`src/rtl/core/wmm_pkg.sv`:
```
// Shared types and constants for the windowed min/max peak tracker.
`default_nettype none

package wmm_pkg;

	// Width of every sample-valued port and of the threshold register
	localparam int unsigned FIELD_W = 14;

	// Threshold value after reset
	localparam logic [FIELD_W-1:0] THRESHOLD_RESET = 14'd100;

	// Item kinds on the input channel
	localparam logic KIND_SAMPLE = 1'b0;
	localparam logic KIND_CLEAR  = 1'b1;

	// Sequencer states
	typedef enum logic [1:0] {
		ST_IDLE,
		ST_SCAN,
		ST_DRAIN,
		ST_DONE
	} state_t;

	// Control from the sequencer to the min/max accumulator
	typedef struct packed {
		logic start;	// reset the running extremes
		logic beat;	// read data from the history memory is present
		logic keep;	// entry has been written since reset, else it counts as zero
	} scan_ctl_t;

endpackage

`default_nettype wire

```
`src/rtl/core/wmm_history_ram.sv`:
```
// Sample history memory: one write port, one registered read port.
`default_nettype none

module wmm_history_ram #(
	parameter int unsigned DEPTH = 128,
	parameter int unsigned AW    = 7,
	parameter int unsigned W     = 14
) (
	input  wire logic          clk,
	input  wire logic          we,
	input  wire logic [AW-1:0] waddr,
	input  wire logic [W-1:0]  wdata,
	input  wire logic          re,
	input  wire logic [AW-1:0] raddr,
	output logic      [W-1:0]  rdata
);

	logic [W-1:0] history_q [DEPTH];
	logic [W-1:0] rdata_q;

	// Write the new sample
	always_ff @(posedge clk) begin
		if (we) begin
			history_q[waddr] <= wdata;
		end
	end

	// Read one entry, data registered and valid in the next cycle
	always_ff @(posedge clk) begin
		if (re) begin
			rdata_q <= history_q[raddr];
		end
	end

	assign rdata = rdata_q;

endmodule

`default_nettype wire

```
`src/rtl/core/wmm_scan.sv`:
```
// Running minimum and maximum over the entries read from the history memory.
`default_nettype none

module wmm_scan #(
	parameter int unsigned W = 14
) (
	input  wire logic               clk,
	input  wire wmm_pkg::scan_ctl_t ctl,
	input  wire logic [W-1:0]       rdata,
	output logic      [W-1:0]       lo,
	output logic      [W-1:0]       hi
);

	logic [W-1:0] lo_q;
	logic [W-1:0] hi_q;
	logic [W-1:0] entry;

	// Entries never written since reset read as zero
	assign entry = ctl.keep ? rdata : '0;

	// Restart on a new item, fold in each entry as it arrives
	always_ff @(posedge clk) begin
		if (ctl.start) begin
			lo_q <= '1;
			hi_q <= '0;
		end else if (ctl.beat) begin
			if (entry < lo_q) begin
				lo_q <= entry;
			end
			if (entry > hi_q) begin
				hi_q <= entry;
			end
		end
	end

	assign lo = lo_q;
	assign hi = hi_q;

endmodule

`default_nettype wire

```
`src/rtl/core/windowed_min_max_peak_tracker.sv`:
```
// Top level of the windowed min/max and all-time peak tracker.
`default_nettype none

// The block keeps the newest WINDOW temperature samples in a circular memory
// and gives one result per input item: the minimum and maximum over the
// window, the newest sample, the all-time peak (zeroed by a clear item) and a
// flag that the newest sample was above the threshold in force when it was
// stored. Until WINDOW samples have arrived, the unwritten slots count as
// zero; this is tracked by the write pointer and a full flag, so there is no
// clearing pass after reset. Per item, IDLE takes it and writes the memory,
// SCAN reads every entry through the single read port, DRAIN waits for the
// last read data and DONE loads the output register, waiting while that
// still holds an untaken result; no new item is taken before DONE is left.
// A finished result waits in the output register while the next item is
// taken. Samples keep only their low SAMPLE_BITS bits. The threshold may be
// written only while the block is idle.

module windowed_min_max_peak_tracker #(
	parameter int unsigned WINDOW      = 128,
	parameter int unsigned SAMPLE_BITS = 14
) (
	input  wire logic                         clk,
	input  wire logic                         arst_n,
	input  wire logic                         cfg_we,
	input  wire logic [wmm_pkg::FIELD_W-1:0]  cfg_wdata,
	input  wire logic                         in_valid,
	output logic                              in_ready,
	input  wire logic                         kind,
	input  wire logic [wmm_pkg::FIELD_W-1:0]  sample,
	output logic                              out_valid,
	input  wire logic                         out_ready,
	output logic      [wmm_pkg::FIELD_W-1:0]  window_max,
	output logic      [wmm_pkg::FIELD_W-1:0]  window_min,
	output logic      [wmm_pkg::FIELD_W-1:0]  peak_value,
	output logic      [wmm_pkg::FIELD_W-1:0]  newest_sample,
	output logic                              measure_enable
);

	localparam int unsigned AW = $clog2(WINDOW);
	localparam int unsigned FW = wmm_pkg::FIELD_W;
	localparam int unsigned CW = FW + SAMPLE_BITS;
	localparam logic [AW-1:0] LAST_ADDR = AW'(WINDOW - 1);

	wmm_pkg::state_t    state_q, state_d;
	wmm_pkg::scan_ctl_t scan_ctl;

	logic [FW-1:0]          threshold_q;
	logic [AW-1:0]          wp_q;
	logic                   full_q;
	logic [SAMPLE_BITS-1:0] peak_q;
	logic [SAMPLE_BITS-1:0] newest_q;
	logic                   enable_q;

	logic [AW-1:0]          rd_cnt_q;
	logic                   beat_s1;
	logic [AW-1:0]          idx_s1;

	logic                   out_valid_q;
	logic [FW-1:0]          out_max_q;
	logic [FW-1:0]          out_min_q;
	logic [FW-1:0]          out_peak_q;
	logic [FW-1:0]          out_newest_q;
	logic                   out_enable_q;

	logic                   in_xfer;
	logic                   out_xfer;
	logic                   store;
	logic                   rd_en;
	logic                   load_out;
	logic [CW-1:0]          sample_ext;
	logic [SAMPLE_BITS-1:0] s_w;
	logic                   above;
	logic [SAMPLE_BITS-1:0] rdata;
	logic [SAMPLE_BITS-1:0] scan_lo;
	logic [SAMPLE_BITS-1:0] scan_hi;
	logic [CW-1:0]          max_ext;
	logic [CW-1:0]          min_ext;
	logic [CW-1:0]          peak_ext;
	logic [CW-1:0]          newest_ext;

	assign in_xfer  = in_valid && in_ready;
	assign out_xfer = out_valid_q && out_ready;
	assign store    = in_xfer && (kind == wmm_pkg::KIND_SAMPLE);

	// Keep the low SAMPLE_BITS bits of the sample
	assign sample_ext = {{SAMPLE_BITS{1'b0}}, sample};
	assign s_w        = sample_ext[SAMPLE_BITS-1:0];
	assign above      = {{FW{1'b0}}, s_w} > {{SAMPLE_BITS{1'b0}}, threshold_q};

	// Sequencer: next state and strobes
	always_comb begin
		state_d  = state_q;
		in_ready = 1'b0;
		rd_en    = 1'b0;
		load_out = 1'b0;
		case (state_q)
			wmm_pkg::ST_IDLE: begin
				in_ready = 1'b1;
				if (in_valid) begin
					state_d = wmm_pkg::ST_SCAN;
				end
			end
			wmm_pkg::ST_SCAN: begin
				rd_en = 1'b1;
				if (rd_cnt_q == LAST_ADDR) begin
					state_d = wmm_pkg::ST_DRAIN;
				end
			end
			wmm_pkg::ST_DRAIN: begin
				state_d = wmm_pkg::ST_DONE;
			end
			wmm_pkg::ST_DONE: begin
				if (!out_valid_q || out_ready) begin
					load_out = 1'b1;
					state_d  = wmm_pkg::ST_IDLE;
				end
			end
			default: begin
				state_d = wmm_pkg::ST_IDLE;
			end
		endcase
	end

	always_ff @(posedge clk or negedge arst_n) begin
		if (!arst_n) begin
			state_q <= wmm_pkg::ST_IDLE;
		end else begin
			state_q <= state_d;
		end
	end

	// Hold the threshold written on the configuration port
	always_ff @(posedge clk or negedge arst_n) begin
		if (!arst_n) begin
			threshold_q <= wmm_pkg::THRESHOLD_RESET;
		end else if (cfg_we) begin
			threshold_q <= cfg_wdata;
		end
	end

	// Advance the write pointer, note when the window has filled
	always_ff @(posedge clk or negedge arst_n) begin
		if (!arst_n) begin
			wp_q   <= '0;
			full_q <= 1'b0;
		end else if (store) begin
			if (wp_q == LAST_ADDR) begin
				wp_q   <= '0;
				full_q <= 1'b1;
			end else begin
				wp_q <= wp_q + 1'b1;
			end
		end
	end

	// Update peak, newest sample and enable flag; drop the peak on a clear
	always_ff @(posedge clk or negedge arst_n) begin
		if (!arst_n) begin
			peak_q   <= '0;
			newest_q <= '0;
			enable_q <= 1'b0;
		end else if (store) begin
			if (s_w > peak_q) begin
				peak_q <= s_w;
			end
			newest_q <= s_w;
			enable_q <= above;
		end else if (in_xfer) begin
			peak_q <= '0;
		end
	end

	// Step the read address through the window, track read data with a registered beat
	always_ff @(posedge clk or negedge arst_n) begin
		if (!arst_n) begin
			rd_cnt_q <= '0;
			beat_s1  <= 1'b0;
		end else begin
			beat_s1 <= rd_en;
			if (in_xfer) begin
				rd_cnt_q <= '0;
			end else if (rd_en) begin
				rd_cnt_q <= rd_cnt_q + 1'b1;
			end
		end
	end

	always_ff @(posedge clk) begin
		idx_s1 <= rd_cnt_q;
	end

	wmm_history_ram #(
		.DEPTH (WINDOW),
		.AW    (AW),
		.W     (SAMPLE_BITS)
	) u_ram (
		.clk   (clk),
		.we    (store),
		.waddr (wp_q),
		.wdata (s_w),
		.re    (rd_en),
		.raddr (rd_cnt_q),
		.rdata (rdata)
	);

	// Slots at or beyond the write pointer are unwritten until the window fills
	assign scan_ctl.start = in_xfer;
	assign scan_ctl.beat  = beat_s1;
	assign scan_ctl.keep  = full_q || (idx_s1 < wp_q);

	wmm_scan #(
		.W (SAMPLE_BITS)
	) u_scan (
		.clk   (clk),
		.ctl   (scan_ctl),
		.rdata (rdata),
		.lo    (scan_lo),
		.hi    (scan_hi)
	);

	assign max_ext    = {{FW{1'b0}}, scan_hi};
	assign min_ext    = {{FW{1'b0}}, scan_lo};
	assign peak_ext   = {{FW{1'b0}}, peak_q};
	assign newest_ext = {{FW{1'b0}}, newest_q};

	// Output register: load a finished result, release it on transfer
	always_ff @(posedge clk or negedge arst_n) begin
		if (!arst_n) begin
			out_valid_q <= 1'b0;
		end else if (load_out) begin
			out_valid_q <= 1'b1;
		end else if (out_xfer) begin
			out_valid_q <= 1'b0;
		end
	end

	always_ff @(posedge clk) begin
		if (load_out) begin
			out_max_q    <= max_ext[FW-1:0];
			out_min_q    <= min_ext[FW-1:0];
			out_peak_q   <= peak_ext[FW-1:0];
			out_newest_q <= newest_ext[FW-1:0];
			out_enable_q <= enable_q;
		end
	end

	assign out_valid      = out_valid_q;
	assign window_max     = out_max_q;
	assign window_min     = out_min_q;
	assign peak_value     = out_peak_q;
	assign newest_sample  = out_newest_q;
	assign measure_enable = out_enable_q;

endmodule

`default_nettype wire

```
`config.mk`:
```
export PLATFORM = sky130hd
export DESIGN_NAME = windowed_min_max_peak_tracker
export DESIGN_NICKNAME = d
export VERILOG_FILES = /design/src/rtl/core/wmm_pkg.sv /design/src/rtl/core/wmm_history_ram.sv /design/src/rtl/core/wmm_scan.sv /design/src/rtl/core/windowed_min_max_peak_tracker.sv
export SDC_FILE = /design/constraint.sdc
export NUM_CORES = 2
export LEC_CHECK = 0
export ABC_CLOCK_PERIOD_IN_PS = 5000
export BUFFER_PORTS_ARGS = -buffer_cell sky130_fd_sc_hd__buf_2
export CAP_MARGIN = 40
export CORE_ASPECT_RATIO = 1.75
export CORE_UTILIZATION = 65
export CTS_BUF_LIST = sky130_fd_sc_hd__clkbuf_4 sky130_fd_sc_hd__clkbuf_8
export CTS_CLUSTER_DIAMETER = 30
export CTS_CLUSTER_SIZE = 14
export DETAILED_ROUTE_END_ITERATION = 10
export GPL_ROUTABILITY_DRIVEN = 0
export PLACE_DENSITY = 0.82
export SLEW_MARGIN = 20
export SYNTH_ARGS = -nofsm -noshare
export SYNTH_HDL_FRONTEND = slang
export SYNTH_SLANG_ARGS = --single-unit
```
`constraint.sdc`:
```
create_clock -name clk -period 5 [get_ports clk]
set_input_delay 1 -clock clk [delete_from_list [all_inputs] [get_ports clk]]
set_output_delay 1 -clock clk [all_outputs]
set_load 0.05 [all_outputs]
```
; Word-level counts from Yosys, hierarchy flattened
; Memory sizes are Yosys's and may differ from the RTL's. A register that Yosys moved wholly into a read port is not among the register bits.
; Cells that the tools add are included.
[op_classes]
muxes = 19
eq_ne = 9
bitwise = 1
n_reduce_logical = 15
add_sub_neg = 2
magnitude_cmp = 5
[op_table]
columns = op, n
row1 = $mux W14, 4
row2 = $gt A14 B14 Y1, 3
row3 = $mux W7, 3
row4 = $add A7 B1 Y7 const B, 2
row5 = $eq A7 B7 Y1 const B, 2
row6 = $lt A14 B14 Y1, 1
row7 = $mux W1, 8
row8 = $pmux W2 S4, 1
row9 = $reduce_and A2 Y1, 4
row10 = $lt A7 B7 Y1, 1
row11 = $mux W2, 3
row12 = $ne A2 B2 Y1 const B, 3
row13 = $reduce_bool A2 Y1, 3
row14 = $eq A2 B2 Y1 const B, 2
row15 = $logic_and A1 B1 Y1, 3
row16 = $reduce_and A3 Y1, 1
row17 = $eq A2 B1 Y1 const B, 1
row18 = $logic_not A2 Y1, 1
row19 = $logic_or A1 B1 Y1, 2
row20 = $ne A2 B1 Y1 const B, 1
row21 = $logic_not A1 Y1, 1
row22 = $not A1 Y1, 1
[word_totals]
n_memories = 1
ram_bits = 1792
out_inout_bits = 59
input_bits = 34
regBits = 154
[mem_list]
columns = memory, words, word_bits, rd, rd_clocked_by_memory_dff, wr, line_no
row1 = u_ram.history_q, 128, 14, 1, 1, 1, wmm_history_ram.sv:18  ; logic [W-1:0] history_q [DEPTH];

; Longest topological paths before layout
[logic_depth]
ltp_word = 6
depth_mapped = 17

; Modules after synthesis
; Synthesis repeated with hierarchy kept, for this count alone.
[unflattened]
cells_unflattened = 3392
hier_area_um2 = 76211.8
[modules_own_cells]
columns = module, seq_area_each_um2, area_per_inst_um2, cells_each, n_inst
row1 = wmm_history_ram, 54232.0, 68988.7, 2723, 1
row2 = windowed_min_max_peak_tracker, 3407.0, 5322.6, 440, 1
row3 = wmm_scan, 560.5, 1900.6, 229, 1

; Worst setup path before layout
; OpenSTA, ideal clock, no wires.
[synth_timing]
path_kind = flip-flop to flip-flop
startpoint = reg wp_q[6]
endpoint = reg u_scan.lo_q[10] (netlist: u_scan.lo[10])
path_slack_ps = 1396
path_buffers = 3
t_required_ps = 4878
synth_period_minus_slack_ps = 3604
arrival_ps = 3482
stages_incl_launch_ff = 17
path_cell_list = dfrtp_1 -> clkbuf_1 -> inv_1 -> ha_1 -> a21oi_1 -> o21ai_0 -> o21bai_1 -> clkbuf_1 -> a21boi_1 -> ha_1 -> a21oi_1 -> o21ai_0 -> a221oi_1 -> o21ai_0 -> a21o_1 -> clkbuf_1 -> a221o_1
[synth_between]
elab_chain_cells = 5
[synth_rtl]
columns = item, line_no
row1 = from (decl), windowed_min_max_peak_tracker.sv:48  ; logic [AW-1:0] wp_q;
row2 = from (signal assigned), windowed_min_max_peak_tracker.sv:151  ; wp_q <= wp_q + 1'b1;
row3 = $lt A7 B7 Y1, windowed_min_max_peak_tracker.sv:209  ; assign scan_ctl.keep = full_q || (idx_s1 < wp_q);
row4 = $logic_or A1 B1 Y1, windowed_min_max_peak_tracker.sv:209
row5 = $mux W14, wmm_scan.sv:19  ; assign entry = ctl.keep ? rdata : '0;
row6 = net u_scan.entry[5], wmm_scan.sv:16  ; logic [W-1:0] entry;
row7 = $lt A14 B14 Y1, wmm_scan.sv:27  ; if (entry < lo_q) begin
row8 = $reduce_and A2 Y1 (no line), --
row9 = to (signal assigned), wmm_scan.sv:28  ; lo_q <= entry;
row10 = to (decl), wmm_scan.sv:14  ; logic [W-1:0] lo_q;
; The timed path passes the listed nets, and every way through them passes these cells.
; A chain may end at the register's enable or synchronous reset.

; Final worst setup path
[layout_timing]
startpoint = reg wp_q[6]
endpoint = reg u_scan.lo_q[0] (netlist: u_scan.lo[0])
; The elaborated chain is that of the path after synthesis.

==> results.py <==
metrics = {
    "status": {
        "status": "complete, but fails checks",
        "violated_checks": "DRC",
    },
    "timing": {
        "final_hold_vio_count": 0,
        "report.final.setup_viol": 0,
        "max_clock_freq_mhz": 236,
        "slew_headroom": 0.235,
        "max_slew.worst_pin.slew_ns": 1.15,
        "finalCritPeriodShare": 0.847,
        "tns_ns": 0,
        "setup_repair_after_global_routing_missed_its_margin": "false",
        "final.setup.worst_slack_ns": 0.767,
        "post-route-min-period_ns": 4.23,
        "final.setup_skew_ns": 0.0536,
        "slew_viol_final": 0,
    },
    "min_path": {
        "min_path_type": "in -> reg",
        "hold_end": "threshold_q[11]",
        "hold_path_startpoint": "cfg_wdata[11]",
        "worst_hold_path.num_cells": 3,
    },
    "logic_synthesis": {
        "synth.net_count": 3875,
        "netlist_area_before_placement_um2": 76400,
        "post-synth-top-area-fraction": 0.732,
        "synthesis.instances": 3774,
        "yosysSeqAreaShare": 0.762,
        "synth_enable_flop_cells": 1863,
        "synth-seq-cells": 1960,
        "synth-async-reset-ratio": 0.0316,
        "synth.yosys.warnings": 0,
        "synth_area_per_cell_um2": 20.3,
        "synth_flop_cell": "edfxtp_1",
        "synth_area_leader_cell": "edfxtp_1",
        "synthTopCellsByArea": "edfxtp_1 73%, mux4_2 13%, dfrtp_1 1.9%",
        "count_of_distinct_cell_types_in_the_synthesized_netlist": 70,
    },
    "route": {
        "viasPerCell": 7.19,
        "drt-total-wl_um": 206000,
        "drt-wirelength-per-cell_um": 35.7,
        "drc": 24,
        "detail_route_antenna_nets": 0,
        "drt_first_pass_iters": 11,
        "detailedRoute.firstIterationViolations": 6334,
        "routed-via-count": 41500,
    },
    "setup_path": {
        "max_stage_delay_ns": 0.62,
        "timing.critical_path.arrival_ns": 5.05,
        "crit-reg2reg-launch": "wp_q[6]",
        "endpoint_kind": "register",
        "worst_path_dominant_cell_family": "compound AO/OA/AOI/OAI gates",
        "required_time_at_the_endpoint_of_the_critical_path_ns": 5.82,
        "worstPathCellList": "inv_1 -> ha_1 -> a21oi_1 -> o21ai_0 -> o21bai_1 -> a21boi_0 -> ha_1 -> a21o_1 -> a21o_1 -> a221oi_1 -> o21ai_0 -> a21o_1 -> a221o_1",
        "critical_path.most_common_cell": "a21o_1",
        "biggest_fanout_along_the_worst_timing_path": 14,
        "critical_path.slowest_cell": "a21boi_0",
        "start_kind": "register",
        "r2r-end": "u_scan.lo[0]",
        "worstSetupPathType": "reg -> reg",
        "r2r_slack_ns": 0.77,
        "r2r.worst_path.cells": 13,
        "critPathBufInv": 1,
    },
    "power_and_ir_drop": {
        "power.density_nw_per_um2": 483,
        "clock_power_share": 0.249,
        "p_switching_mw": 12.9,
        "comb_power_share": 0.277,
        "p_seq_frac": 0.474,
        "p_leak_nw": 27.1,
        "switching_share": 0.316,
        "internal-power_mw": 27.8,
        "max_ir_drop_vdd_uv": 346,
    },
    "clock_network": {
        "cts.root.buffer_cell": "clkbuf_8",
        "post-cts-setup-buffer-count": 0,
        "worst_skew_pair.late_latency_ns": 0.95,
        "ctsHtreeMaxLevel": 4,
        "cts_tree": "built",
        "worst_setup_hold_path_clk_slew_ns": 0.09,
        "cts-root-to-sink-buffers": 3,
        "cts.sinks": 1960,
        "cts-resized-gates": 0,
        "cts-buffers-inserted": 185,
    },
    "floorplan": {
        "core_area_um2": 117000,
        "floorplan.initialDensity": 0.655,
        "placement_rows": 166,
        "boundaryPins": 93,
        "dieWidth_um": 261,
        "fp.dieH_um": 456,
        "dieArea_um2": 119000,
    },
    "placed_design": {
        "hpwl_after_dpl_um": 132000,
        "dp_worst_setup_slack_ns": 0.780,
        "io_buffer_count": 92,
    },
    "grt": {
        "grt_start_max_net_pins": 131,
        "grt_usage": 0.353,
        "grt_pass1_vias": 41600,
        "global_route_wire_length_before_repair_um": 290000,
        "grt_overflow_total": 0,
        "grt_antenna_before_repair": 10,
    },
    "layout": {
        "layout-area-overhead-vs-synth_pct": 10.1,
        "postLayoutCoreUtil": 0.721,
        "nNetsFinal": 4228,
        "reg_area_um2": 58200,
        "multiInputGateArea_um2": 16900,
        "num-fill-cells": 6371,
        "post_route_cells_drive_above_1_share": 0.263,
    },
    "run": {
        "maxCapViolCount": 0,
    },
}
worst register-to-register path: cells and delay by family (launching register included):
family | cells | cell delay [ns]
buffers and inverters | 1 | 0.15
AO/OA/AOI/OAI | 10 | 2.68
flip-flops | 1 | 0.58
adder cells (fa/ha/maj) | 2 | 0.72
cells in the mapped netlist, types with 35 or more instances:
cell and count:
nor2_1 189, dfrtp_1 59, buf_4 42, mux2i_1 119
inv_1 72, edfxtp_1 1863, buf_2 58, nand2_1 130
a211oi_1 40, o22ai_1 58, clkbuf_1 79, o21ai_0 54
ha_1 67, mux4_2 425, a21oi_1 57, nand3_1 45
dfxtp_1 35, a22oi_1 36
what timing repair did:
item	in CTS	in global routing
endpoints found under the setup margin	0	0
hold buffers	1	0
endpoints found under the hold margin	19	0
layout by cell type (no fill, tap or decap), drive strengths merged, types with 36 or more instances in the layout:
cell type  count
a22oi         36
nand3         45
o22ai         58
nor2         189
o21ai         66
a211oi        40
edfxtp      1863
dfrtp         59
ha            67
nand2        130
a21oi         57
mux2i        119
buf          363
clkinv        52
clkbuf       216
mux4         425
inv           94
layout make-up:
type                            count  share of cell area
Sequential cell                  1960               0.692
Multi-Input combinational cell   1537               0.201
Timing Repair Buffer              369              0.0353
Clock buffer                      213              0.0330
Tap cell                         1512              0.0225
Clock inverter                    101              0.0126
Inverter                           74             0.00330
Antenna cell                        7            0.000208
registers in the layout (all words and copies together) (netlist names), 7 cells and up:
register	cells
idx_s1	7
newest_q	14
newest_sample	14
peak_q	14
peak_value	14
rd_cnt_q	7
threshold_q	14
u_ram.history_q	1792
u_ram.rdata	14
u_scan.hi	14
u_scan.lo	14
window_max	14
window_min	14
wp_q	7
layer usage:
layer	up-vias	global-route usage	wire (µm)
met4	2	0.264	18100
li1	16200	-	-
met3	815	0.0844	22200
met5	-	0	11
met2	3468	0.567	102000
met1	21000	0.414	63400
worst max path at each step:
stage                       start             to  cells past startpoint
after floorplan           wp_q[6]  u_scan.lo[10]                     16
after global placement    wp_q[6]  u_scan.hi[12]                     12
after detailed placement  wp_q[6]   u_scan.hi[7]                     12
after CTS                 wp_q[6]   u_scan.hi[7]                     12
after global routing      wp_q[2]  u_scan.lo[11]                     14
final                     wp_q[6]   u_scan.lo[0]                     13
power groups by stage:
| stage | Sequential, mW | Clock (mW) | Combinational [mW] |
|---|---|---|---|
| global placement | 19.6 | 0 | 10.7 |
| finish | 19.2 | 10.1 | 11.3 |
| global route | 19.3 | 10.7 | 11.7 |
| CTS | 19.2 | 10.1 | 11.0 |
| floorplan | 19.8 | 0 | 6.91 |
| detailed placement | 19.6 | 0 | 11.0 |
metrics by stage:
step           hold WS, ns  power [mW]  cell area [µm²]  instances
2_1_floorplan        0.342        26.7            76400       3774
3_3_place_gp         0.432        30.2            80000       5430
3_5_place_dp         0.436        30.5            80100       5437
4_1_cts              0.218        40.4            83900       5752
5_1_grt              0.259        41.7            84100       5767
6_report             0.286        40.6            84100       5773
kinds of logic after synthesis:
family / Yosys count / share of synthesized area
flops: 1960 / 0.762
buf+inv: 277 / 0.0177
compound gates: 401 / 0.0363
xor+xnor: 8 / 0.000917
simple gates: 505 / 0.0300
fa+ha+maj: 67 / 0.0110
mux: 556 / 0.143
Power figures use the tool's default switching activity.
